$ cat src/rtl/rsrd_pkg.sv
`timescale 1ns / 1ps
// ----------------------------------------------------------------------------
// rsrd_pkg
// Shared types and constants of the RGBE scanline run-length decoder.
// ----------------------------------------------------------------------------
package rsrd_pkg;

    localparam int unsigned POS_W   = 15;
    localparam int unsigned BYTE_W  = 8;
    localparam int unsigned PIXEL_W = 32;

    // Widest line that may use the per-plane format
    localparam logic [POS_W-1:0] MAX_LINE      = 15'd32767;
    localparam logic [POS_W-1:0] MIN_NEW_WIDTH = 15'd8;
    localparam logic [POS_W-1:0] WIDTH_RESET   = 15'd1024;

    // Decode phases
    localparam logic [2:0] PH_HEADER  = 3'd0;
    localparam logic [2:0] PH_HDR_G   = 3'd1;
    localparam logic [2:0] PH_HDR_B   = 3'd2;
    localparam logic [2:0] PH_HDR_E   = 3'd3;
    localparam logic [2:0] PH_OLD     = 3'd4;
    localparam logic [2:0] PH_CODE    = 3'd5;
    localparam logic [2:0] PH_RUNVAL  = 3'd6;
    localparam logic [2:0] PH_LITERAL = 3'd7;

    // Fill targets
    localparam logic [2:0] TGT_PIXEL = 3'd4;
    localparam logic [1:0] PLANE_EXP = 2'd3;

    localparam logic [BYTE_W-1:0] HDR_TAG    = 8'd2;
    localparam logic [23:0]       REPEAT_TAG = 24'h010101;
    localparam logic [BYTE_W-1:0] RUN_LIMIT  = 8'd128;
    localparam logic [4:0]        SHIFT_MAX  = 5'd24;
    localparam logic [4:0]        SHIFT_STEP = 5'd8;
    localparam logic [1:0]        GROUP_LAST = 2'd3;

    typedef struct packed {
        logic [2:0]         target;
        logic [POS_W-1:0]   start;
        logic [POS_W-1:0]   count;
        logic [PIXEL_W-1:0] value;
        logic               done;
        logic               ovr;
    } t_fill;

endpackage

$ cat src/rtl/rsrd_decode.sv
`timescale 1ns / 1ps
// ----------------------------------------------------------------------------
// rsrd_decode
// Input register, decode state and the single-pass step logic that turns
// one byte into at most one fill command.
// ----------------------------------------------------------------------------
module rsrd_decode import rsrd_pkg::*; (
    input  logic             i_clk,
    input  logic             i_rst_n,
    input  logic             i_valid,
    output logic             o_ready,
    input  logic [7:0]       i_byte,
    input  logic [POS_W-1:0] i_width,
    input  logic             i_out_free,
    output logic             o_res_valid,
    output t_fill            o_res
);

    logic             r_in_valid;
    logic [7:0]       r_in_byte;
    logic [2:0]       r_phase,   n_phase;
    logic [1:0]       r_bgrp,    n_bgrp;
    logic [23:0]      r_partial, n_partial;
    logic [31:0]      r_prev,    n_prev;
    logic [POS_W-1:0] r_pos,     n_pos;
    logic [1:0]       r_plane,   n_plane;
    logic [7:0]       r_pending, n_pending;
    logic [4:0]       r_shift,   n_shift;

    logic             advance;
    logic [POS_W-1:0] eff_w;
    logic [POS_W-1:0] rem;
    logic             is_repeat;
    logic [31:0]      shifted;
    logic [31:0]      f_req;
    logic             f_ovr;
    logic [POS_W-1:0] f_cnt;
    logic             f_end;
    logic [7:0]       pend_dec;
    logic             lit_last;
    logic             do_pix;
    logic             do_plane;
    logic             plane_ovr_in;
    logic [31:0]      fill_val;

    assign advance = r_in_valid && i_out_free;
    assign o_ready = !r_in_valid || advance;

    assign eff_w = (i_width == '0) ? POS_W'(1) : i_width;
    assign rem   = (r_pos < eff_w) ? (eff_w - r_pos) : POS_W'(1);

    assign is_repeat = (r_phase == PH_OLD) && (r_bgrp == GROUP_LAST)
                       && (r_partial == REPEAT_TAG);
    assign shifted   = {24'd0, r_in_byte} << r_shift;
    assign f_req     = is_repeat ? shifted
                     : (r_phase == PH_RUNVAL) ? {24'd0, r_pending} : 32'd1;
    assign f_ovr     = (f_req[31:POS_W] != '0) || (f_req[POS_W-1:0] > rem);
    assign f_cnt     = f_ovr ? rem : f_req[POS_W-1:0];
    assign f_end     = (f_cnt == rem);

    assign pend_dec  = (r_pending != 8'd0) ? (r_pending - 8'd1) : 8'd0;
    assign lit_last  = (pend_dec == 8'd0);

    always_comb begin
        n_phase      = r_phase;
        n_bgrp       = r_bgrp;
        n_partial    = r_partial;
        n_prev       = r_prev;
        n_pos        = r_pos;
        n_plane      = r_plane;
        n_pending    = r_pending;
        n_shift      = r_shift;
        do_pix       = 1'b0;
        do_plane     = 1'b0;
        plane_ovr_in = 1'b0;
        fill_val     = r_prev;

        case (r_phase)
            PH_HEADER: begin
                if (eff_w < MIN_NEW_WIDTH || eff_w > MAX_LINE || r_in_byte != HDR_TAG) begin
                    // first byte of an old-format pixel
                    n_phase   = PH_OLD;
                    n_bgrp    = 2'd1;
                    n_partial = {16'd0, r_in_byte};
                    n_shift   = '0;
                end else begin
                    n_phase = PH_HDR_G;
                end
            end
            PH_HDR_G: begin
                n_partial = {8'd0, r_in_byte, 8'd0};
                n_phase   = PH_HDR_B;
            end
            PH_HDR_B: begin
                n_partial = {8'd0, r_partial[15:8], r_in_byte};
                n_phase   = PH_HDR_E;
            end
            PH_HDR_E: begin
                if (r_partial[15:8] != HDR_TAG || r_partial[7]) begin
                    // flat pixel, rest of the line in the old format
                    n_prev    = {HDR_TAG, r_partial[15:0], r_in_byte};
                    fill_val  = n_prev;
                    n_partial = '0;
                    n_bgrp    = '0;
                    n_shift   = '0;
                    n_phase   = PH_OLD;
                    do_pix    = 1'b1;
                end else begin
                    n_partial = '0;
                    n_plane   = '0;
                    n_pos     = '0;
                    n_phase   = PH_CODE;
                end
            end
            PH_OLD: begin
                if (r_bgrp != GROUP_LAST) begin
                    n_partial = {r_partial[15:0], r_in_byte};
                    n_bgrp    = r_bgrp + 2'd1;
                end else begin
                    n_bgrp = '0;
                    if (is_repeat) begin
                        n_shift = (r_shift >= SHIFT_MAX) ? SHIFT_MAX : (r_shift + SHIFT_STEP);
                        do_pix  = (f_req != 32'd0);
                    end else begin
                        n_shift  = '0;
                        n_prev   = {r_partial, r_in_byte};
                        fill_val = n_prev;
                        do_pix   = 1'b1;
                    end
                end
            end
            PH_CODE: begin
                if (r_in_byte > RUN_LIMIT) begin
                    n_pending = {1'b0, r_in_byte[6:0]};
                    n_phase   = PH_RUNVAL;
                end else if (r_in_byte != 8'd0) begin
                    // clamp a literal run, remember that it was clamped
                    n_bgrp    = ({7'd0, r_in_byte} > rem) ? 2'd1 : 2'd0;
                    n_pending = ({7'd0, r_in_byte} > rem) ? rem[7:0] : r_in_byte;
                    n_phase   = PH_LITERAL;
                end
            end
            PH_RUNVAL: begin
                do_plane = 1'b1;
                n_phase  = PH_CODE;
            end
            default: begin
                n_pending    = pend_dec;
                plane_ovr_in = lit_last & r_bgrp[0];
                do_plane     = 1'b1;
                n_phase      = lit_last ? PH_CODE : PH_LITERAL;
            end
        endcase

        // Apply the effect of a fill on the line position
        if (do_pix || do_plane) begin
            if (f_end && (do_pix || r_plane == PLANE_EXP)) begin
                n_phase   = PH_HEADER;
                n_bgrp    = '0;
                n_partial = '0;
                n_pos     = '0;
                n_plane   = '0;
                n_pending = '0;
                n_shift   = '0;
            end else if (do_plane && f_end) begin
                n_plane   = r_plane + 2'd1;
                n_pos     = '0;
                n_pending = '0;
                n_bgrp    = '0;
                n_phase   = PH_CODE;
            end else begin
                n_pos = r_pos + f_cnt;
            end
        end
    end

    always_comb begin
        o_res_valid  = advance && (do_pix || do_plane);
        o_res.target = do_pix ? TGT_PIXEL : {1'b0, r_plane};
        o_res.start  = r_pos;
        o_res.count  = f_cnt;
        o_res.value  = do_pix ? fill_val : {24'd0, r_in_byte};
        o_res.done   = f_end && (do_pix || r_plane == PLANE_EXP);
        o_res.ovr    = f_ovr || plane_ovr_in;
    end

    always_ff @(posedge i_clk) begin
        if (!i_rst_n) begin
            r_in_valid <= 1'b0;
        end else if (o_ready) begin
            r_in_valid <= i_valid;
        end
    end

    always_ff @(posedge i_clk) begin
        if (o_ready && i_valid) begin
            r_in_byte <= i_byte;
        end
    end

    always_ff @(posedge i_clk) begin
        if (!i_rst_n) begin
            r_phase   <= PH_HEADER;
            r_bgrp    <= '0;
            r_partial <= '0;
            r_prev    <= '0;
            r_pos     <= '0;
            r_plane   <= '0;
            r_pending <= '0;
            r_shift   <= '0;
        end else if (advance) begin
            r_phase   <= n_phase;
            r_bgrp    <= n_bgrp;
            r_partial <= n_partial;
            r_prev    <= n_prev;
            r_pos     <= n_pos;
            r_plane   <= n_plane;
            r_pending <= n_pending;
            r_shift   <= n_shift;
        end
    end

endmodule

$ cat src/rtl/rsrd_out_reg.sv
`timescale 1ns / 1ps
// ----------------------------------------------------------------------------
// rsrd_out_reg
// Result register holding one fill command until the sink takes it.
// ----------------------------------------------------------------------------
module rsrd_out_reg import rsrd_pkg::*; (
    input  logic  i_clk,
    input  logic  i_rst_n,
    input  logic  i_load,
    input  t_fill i_res,
    input  logic  i_ready,
    output logic  o_free,
    output logic  o_valid,
    output t_fill o_res
);

    logic  r_valid;
    t_fill r_res;

    // slot is free when empty or being drained this cycle
    assign o_free  = !r_valid || i_ready;
    assign o_valid = r_valid;
    assign o_res   = r_res;

    always_ff @(posedge i_clk) begin
        if (!i_rst_n) begin
            r_valid <= 1'b0;
        end else if (i_load) begin
            r_valid <= 1'b1;
        end else if (i_ready) begin
            r_valid <= 1'b0;
        end
    end

    always_ff @(posedge i_clk) begin
        if (i_load) begin
            r_res <= i_res;
        end
    end

endmodule

$ cat src/rtl/rgbe_scanline_rle_decoder_core.sv
`timescale 1ns / 1ps
// ----------------------------------------------------------------------------
// rgbe_scanline_rle_decoder_core
// RGBE scanline run-length decoder emitting fill commands for a line memory.
// ----------------------------------------------------------------------------
// Feed the encoded pixel bytes one per item; each byte yields at most one fill
// command (target plane or whole pixel, start, count, value). One byte is taken
// every cycle while the result register drains: a byte passes the input
// register and the decode step, and its fill lands in the result register.
// Write line_width only while the decoder is idle; widths below 8 force the
// old pixel format.
module rgbe_scanline_rle_decoder_core import rsrd_pkg::*; (
    input  logic             i_clk,
    input  logic             i_rst_n,
    // configuration: line_width
    input  logic             i_cfg_valid,
    output logic             o_cfg_ready,
    input  logic [POS_W-1:0] i_cfg_data,
    // input bytes
    input  logic             i_s_axis_tvalid,
    output logic             o_s_axis_tready,
    input  logic [7:0]       i_s_axis_tdata,   // data_byte
    // fill commands
    output logic             o_m_axis_tvalid,
    input  logic             i_m_axis_tready,
    output logic [63:0]      o_m_axis_tdata,   // start_index, fill_count, fill_value, overrun
    output logic [2:0]       o_m_axis_tuser,   // fill_target
    output logic             o_m_axis_tlast    // line_done
);

    logic [POS_W-1:0] r_width;
    logic             out_free;
    logic             res_valid;
    t_fill            res;
    t_fill            out_res;

    assign o_cfg_ready = 1'b1;

    always_ff @(posedge i_clk) begin
        if (!i_rst_n) begin
            r_width <= WIDTH_RESET;
        end else if (i_cfg_valid) begin
            r_width <= i_cfg_data;
        end
    end

    rsrd_decode u_decode (
        .i_clk       (i_clk),
        .i_rst_n     (i_rst_n),
        .i_valid     (i_s_axis_tvalid),
        .o_ready     (o_s_axis_tready),
        .i_byte      (i_s_axis_tdata),
        .i_width     (r_width),
        .i_out_free  (out_free),
        .o_res_valid (res_valid),
        .o_res       (res)
    );

    rsrd_out_reg u_out_reg (
        .i_clk   (i_clk),
        .i_rst_n (i_rst_n),
        .i_load  (res_valid),
        .i_res   (res),
        .i_ready (i_m_axis_tready),
        .o_free  (out_free),
        .o_valid (o_m_axis_tvalid),
        .o_res   (out_res)
    );

    assign o_m_axis_tdata = {1'b0, out_res.ovr, out_res.value, out_res.count, out_res.start};
    assign o_m_axis_tuser = out_res.target;
    assign o_m_axis_tlast = out_res.done;

endmodule

$ cat config.mk
export PLATFORM = sky130hd
export DESIGN_NAME = rgbe_scanline_rle_decoder_core
export DESIGN_NICKNAME = d
export VERILOG_FILES = /design/src/rtl/rsrd_pkg.sv /design/src/rtl/rsrd_decode.sv /design/src/rtl/rsrd_out_reg.sv /design/src/rtl/rgbe_scanline_rle_decoder_core.sv
export SDC_FILE = /design/constraint.sdc
export NUM_CORES = 1
export LEC_CHECK = 0
export ABC_AREA = 1
export BUFFER_PORTS_ARGS = -buffer_cell sky130_fd_sc_hd__buf_2
export CORE_ASPECT_RATIO = 2
export CORE_MARGIN = 2
export CORE_UTILIZATION = 56
export DETAILED_ROUTE_END_ITERATION = 16
export PLACE_DENSITY = 0.9
export SLEW_MARGIN = 20
export SYNTH_ARGS = -nofsm -noshare
export SYNTH_HDL_FRONTEND = slang
export SYNTH_SLANG_ARGS = --single-unit
$ cat constraint.sdc
create_clock -name i_clk -period 5.72 [get_ports i_clk]
set_input_delay 0.572 -clock i_clk [delete_from_list [all_inputs] [get_ports i_clk]]
set_output_delay 0.572 -clock i_clk [all_outputs]
set_load 0.05 [all_outputs]
==> load_flow_metrics.sql <==
INSERT INTO impl_metrics (metric_group, metric, value, unit) VALUES
('run_status', 'run_status', 'finished with violations', ''),
('run_status', 'failed_checks', 'setup timing', ''),
('placement', 'routabilityCongestion', '1.08', ''),
('sta', 'final_max_slew_viol_count', '0', ''),
('routing', 'drt_pre_antenna_iters', '6', ''),
('worst_setup_path', 'endpoint_kind', 'flip-flop', ''),
('routing', 'routed_via_count_divided_by_cell_count', '6.00', ''),
('final_layout', 'mostFrequentLayoutCell', 'nand2_1', ''),
('final_layout', 'area.growth.synth_to_final', '20.3', '%'),
('placement', 'pre_cts_slack', '-425', 'ps'),
('final_layout', 'utilization_of_the_core_after_routing', '68.4', '%'),
('clocking', 'insertion_delay', '480', 'ps'),
('clocking', 'clk_pin_slew', '70', 'ps'),
('final_layout', 'fill_cells', '1802', ''),
('floorplanning', 'core_region_area', '22000', 'um2'),
('sta', 'max_freq', '163', 'MHz'),
('sta', 'fin_ws', '-413', 'ps'),
('worst_setup_path', 'setup.worst_path.start_class', 'flip-flop', ''),
('placement', 'io_buffers', '96', ''),
('worst_setup_path', 'worst_ep_required', '6110', 'ps'),
('worst_setup_path', 'worst-endpoint-arrival', '6530', 'ps'),
('floorplanning', 'io_pins', '99', ''),
('routing', 'drcViolationCount', '0', ''),
('sta', 'clock_skew', '10.4', 'ps'),
('floorplanning', 'die_y', '215', 'um'),
('clocking', 'clock_tree_root', 'clkbuf_16', ''),
('worst_setup_path', 'critPathSlowestCell', 'o21ai_0', ''),
('global_routing', 'remaining_global_route_overflow', '0', ''),
('global_routing', 'wire_length_of_the_first_global_routing_pass', '67000', 'um'),
('floorplanning', 'fp.dieW', '110', 'um'),
('logic_synthesis', 'count_of_flip_flops_with_a_built_in_enable_after_synthesis', '75', ''),
('routing', 'ant_nets', '0', ''),
('final_layout', 'net_count_reported_at_finish', '2054', ''),
('placement', 'hpwlAfterDp', '31400', 'um'),
('final_layout', 'drive_gt1_share', '20.1', '%'),
('routing', 'drt_wl_total', '45200', 'um'),
('global_routing', 'grt_max_degree', '105', ''),
('final_layout', 'antenna_cells', '0', ''),
('clocking', 'cts_tree', 'done', ''),
('final_layout', 'multiInputGateArea', '7010', 'um2'),
('worst_setup_path', 'cp_max_fo', '9', ''),
('sta', 'worstMarginPinSlew', '1200', 'ps'),
('sta', 'setup-violations-final', '3', ''),
('sta', 'timing_hold_violations_final', '0', ''),
('flow_run', 'maxCapViolCount', '0', ''),
('logic_synthesis', 'postSynth.asyncResetShare', '0', '%'),
('floorplanning', 'std_cell_rows', '77', ''),
('sta', 'slew_headroom', '19.0', '%'),
('logic_synthesis', 'post_synth_instance_area', '12500', 'um2'),
('power_and_ir_drop', 'irDropWorstVdd', '0.244', 'mV'),
('clocking', 'sinks_on_clock_net', '183', ''),
('clocking', 'cts-hold-fix-buffers', '0', ''),
('logic_synthesis', 'postSynthCellCount', '1806', ''),
('routing', 'routedWlPerCell', '20.0', 'um'),
('placement', 'dp.cells', '2207', ''),
('floorplanning', 'floorplan.die_area', '23600', 'um2'),
('sta', 'rsz0062_at_grt', 'yes', ''),
('worst_setup_path', 'worstSetupPathType', 'flip-flop to flip-flop', ''),
('clocking', 'cts.htree.levels', '4', ''),
('sta', 'final_min_period_over_clock_period', '107', '%'),
('min_path', 'holdCritPathClass', 'primary input to flip-flop', ''),
('final_layout', 'layoutNonFillerInstCount', '2256', ''),
('worst_setup_path', 'cp_slowest_stage_delay', '940', 'ps'),
('logic_synthesis', 'synthFlopType', 'dfxtp_1', ''),
('floorplanning', 'initial_core_util', '56.9', '%'),
('clocking', 'cts_buffers', '17', ''),
('logic_synthesis', 'average_size_of_a_mapped_cell', '6.92', 'um2'),
('final_layout', 'most-common-layout-cells', '336 x nand2_1, 267 x inv_1, 155 x nor2_1', ''),
('sta', 'period_minus_slack', '6130', 'ps'),
('logic_synthesis', 'synth-seq-cells', '183', ''),
('power_and_ir_drop', 'power_per_unit_of_standard_cell_area', '223', 'nW/um2'),
('power_and_ir_drop', 'design_power_total', '0.00334', 'W'),
('clocking', 'clockBufferDepth', '2', ''),
('logic_synthesis', 'synth.net_count', '1893', ''),
('logic_synthesis', 'synth-warning-count', '0', ''),
('logic_synthesis', 'yosysSeqAreaShare', '35.3', '%'),
('final_layout', 'register_area', '4420', 'um2'),
('power_and_ir_drop', 'leakagePower', '6.73', 'nW'),
('logic_synthesis', 'yosys.cell_types.count', '56', ''),
('global_routing', 'antenna_found_initial', '1', ''),
('global_routing', 'grt_pass1_vias', '13100', ''),
('routing', 'routed-via-count', '13500', ''),
('global_routing', 'gr-usage-all-layers', '37.7', '%'),
('routing', 'drtIter0Drc', '1282', '');
==> synthesized netlist by cell type (7+ instances only) <==
cell | count | area, um2
nand3_1 | 136 | 681
o21bai_1 | 7 | 52.6
nand3_2 | 13 | 130
xor2_1 | 19 | 166
nor2_1 | 164 | 616
buf_1 | 7 | 26.3
ha_1 | 57 | 713
edfxtp_1 | 75 | 2250
dfxtp_1 | 108 | 2160
buf_2 | 16 | 80.1
o21ai_0 | 159 | 796
a21oi_1 | 150 | 751
nor3_1 | 16 | 80.1
o22ai_1 | 26 | 163
nor4_1 | 10 | 62.6
a211oi_1 | 7 | 52.6
inv_2 | 11 | 41.3
nand4_1 | 53 | 332
nor2_4 | 7 | 78.8
o211ai_1 | 10 | 75.1
clkbuf_1 | 59 | 221
nand2_1 | 348 | 1310
inv_1 | 270 | 1010
==> through the flow <==
stage | TNS (ps) | hold WS (ps) | area [um2]
2_1_floorplan | 0 | 445 | 12500
3_3_place_gp | -603 | 451 | 13800
3_5_place_dp | -1590 | 464 | 13800
4_1_cts | 0 | 261 | 14500
5_1_grt | -1490 | 274 | 15000
6_report | -607 | 269 | 15000
==> critical path: cells and delay by family (launching register included) <==
family	cells	cell delay [ps]
adders and majority gates	4	1150
DFF	1	340
and+or+nand+nor	14	1350
AOI/OAI and AO/OA	10	2360
xor gates and xnor gates	1	150
buffers and inverters	5	700
==> report_power, final <==
part,internal [W],switching (W)
Sequential,0.00138,0.0000287
Clock,0.000667,0.000587
Combinational,0.000254,0.000424
Total,0.00230,0.00104
==> worst paths after layout <==
path                                             from                    end  slack [ps]  cells after the start
worst max register to register             r_width[3]     u_decode.r_pos[14]        -410                     34
worst min register to register  u_decode.r_pending[1]  u_decode.r_pending[1]         480                      2
worst max-delay path                       r_width[3]     u_decode.r_pos[14]        -410                     34
worst min-delay path                i_s_axis_tdata[6]  u_decode.r_in_byte[6]         270                      1
==> area by class of cell <==
type | instances | area share, %
clock buffer | 21 | 3.42
clock inverter | 11 | 0.750
inverter | 283 | 7.07
tap | 276 | 2.30
timing repair buffer | 234 | 10.4
multi-input combinational | 1248 | 46.7
sequential | 183 | 29.4
==> cell families (layout without fill, tap and decap cells) <==
family / Yosys count / count (layout) / synth area share [%]
flops: 183 / 183 / 35.3
xor+xnor: 23 / 23 / 1.61
simple gates: 770 / 770 / 27.9
fa+ha+maj: 59 / 59 / 6.03
buf+inv: 375 / 549 / 11.9
other cells: 2 / 2 / 0.0601
compound gates: 394 / 394 / 17.2
==> layer usage <==
metal | up-vias | GRT usage (%) | part of all wire, %
met4 | 0 | 36.2 | 12
met3 | 338 | 10.9 | 7.9
met5 | - | 0 | 0
li1 | 6318 | - | -
met2 | 775 | 64.4 | 50
met1 | 6113 | 33.7 | 30
==> repair_timing <==
action                     4_1_cts  5_1_grt
setup buffers                    3       12
gates resized for setup         27       74
pin swaps                       10       52
setup endpoints to repair        7        7
gates cloned                     0        2
==> state kept, by name, indices dropped and copies added, names as in the netlist, 3 cells and up <==
register and cells:
u_out_reg.o_res 67, u_decode.r_prev 32, u_decode.r_partial 24, r_width 15
u_decode.r_pos 15, u_decode.r_in_byte 8, u_decode.r_pending 8, u_decode.r_shift 5
u_decode.r_phase 3
Note: power is estimated with default switching activity, not from simulation.
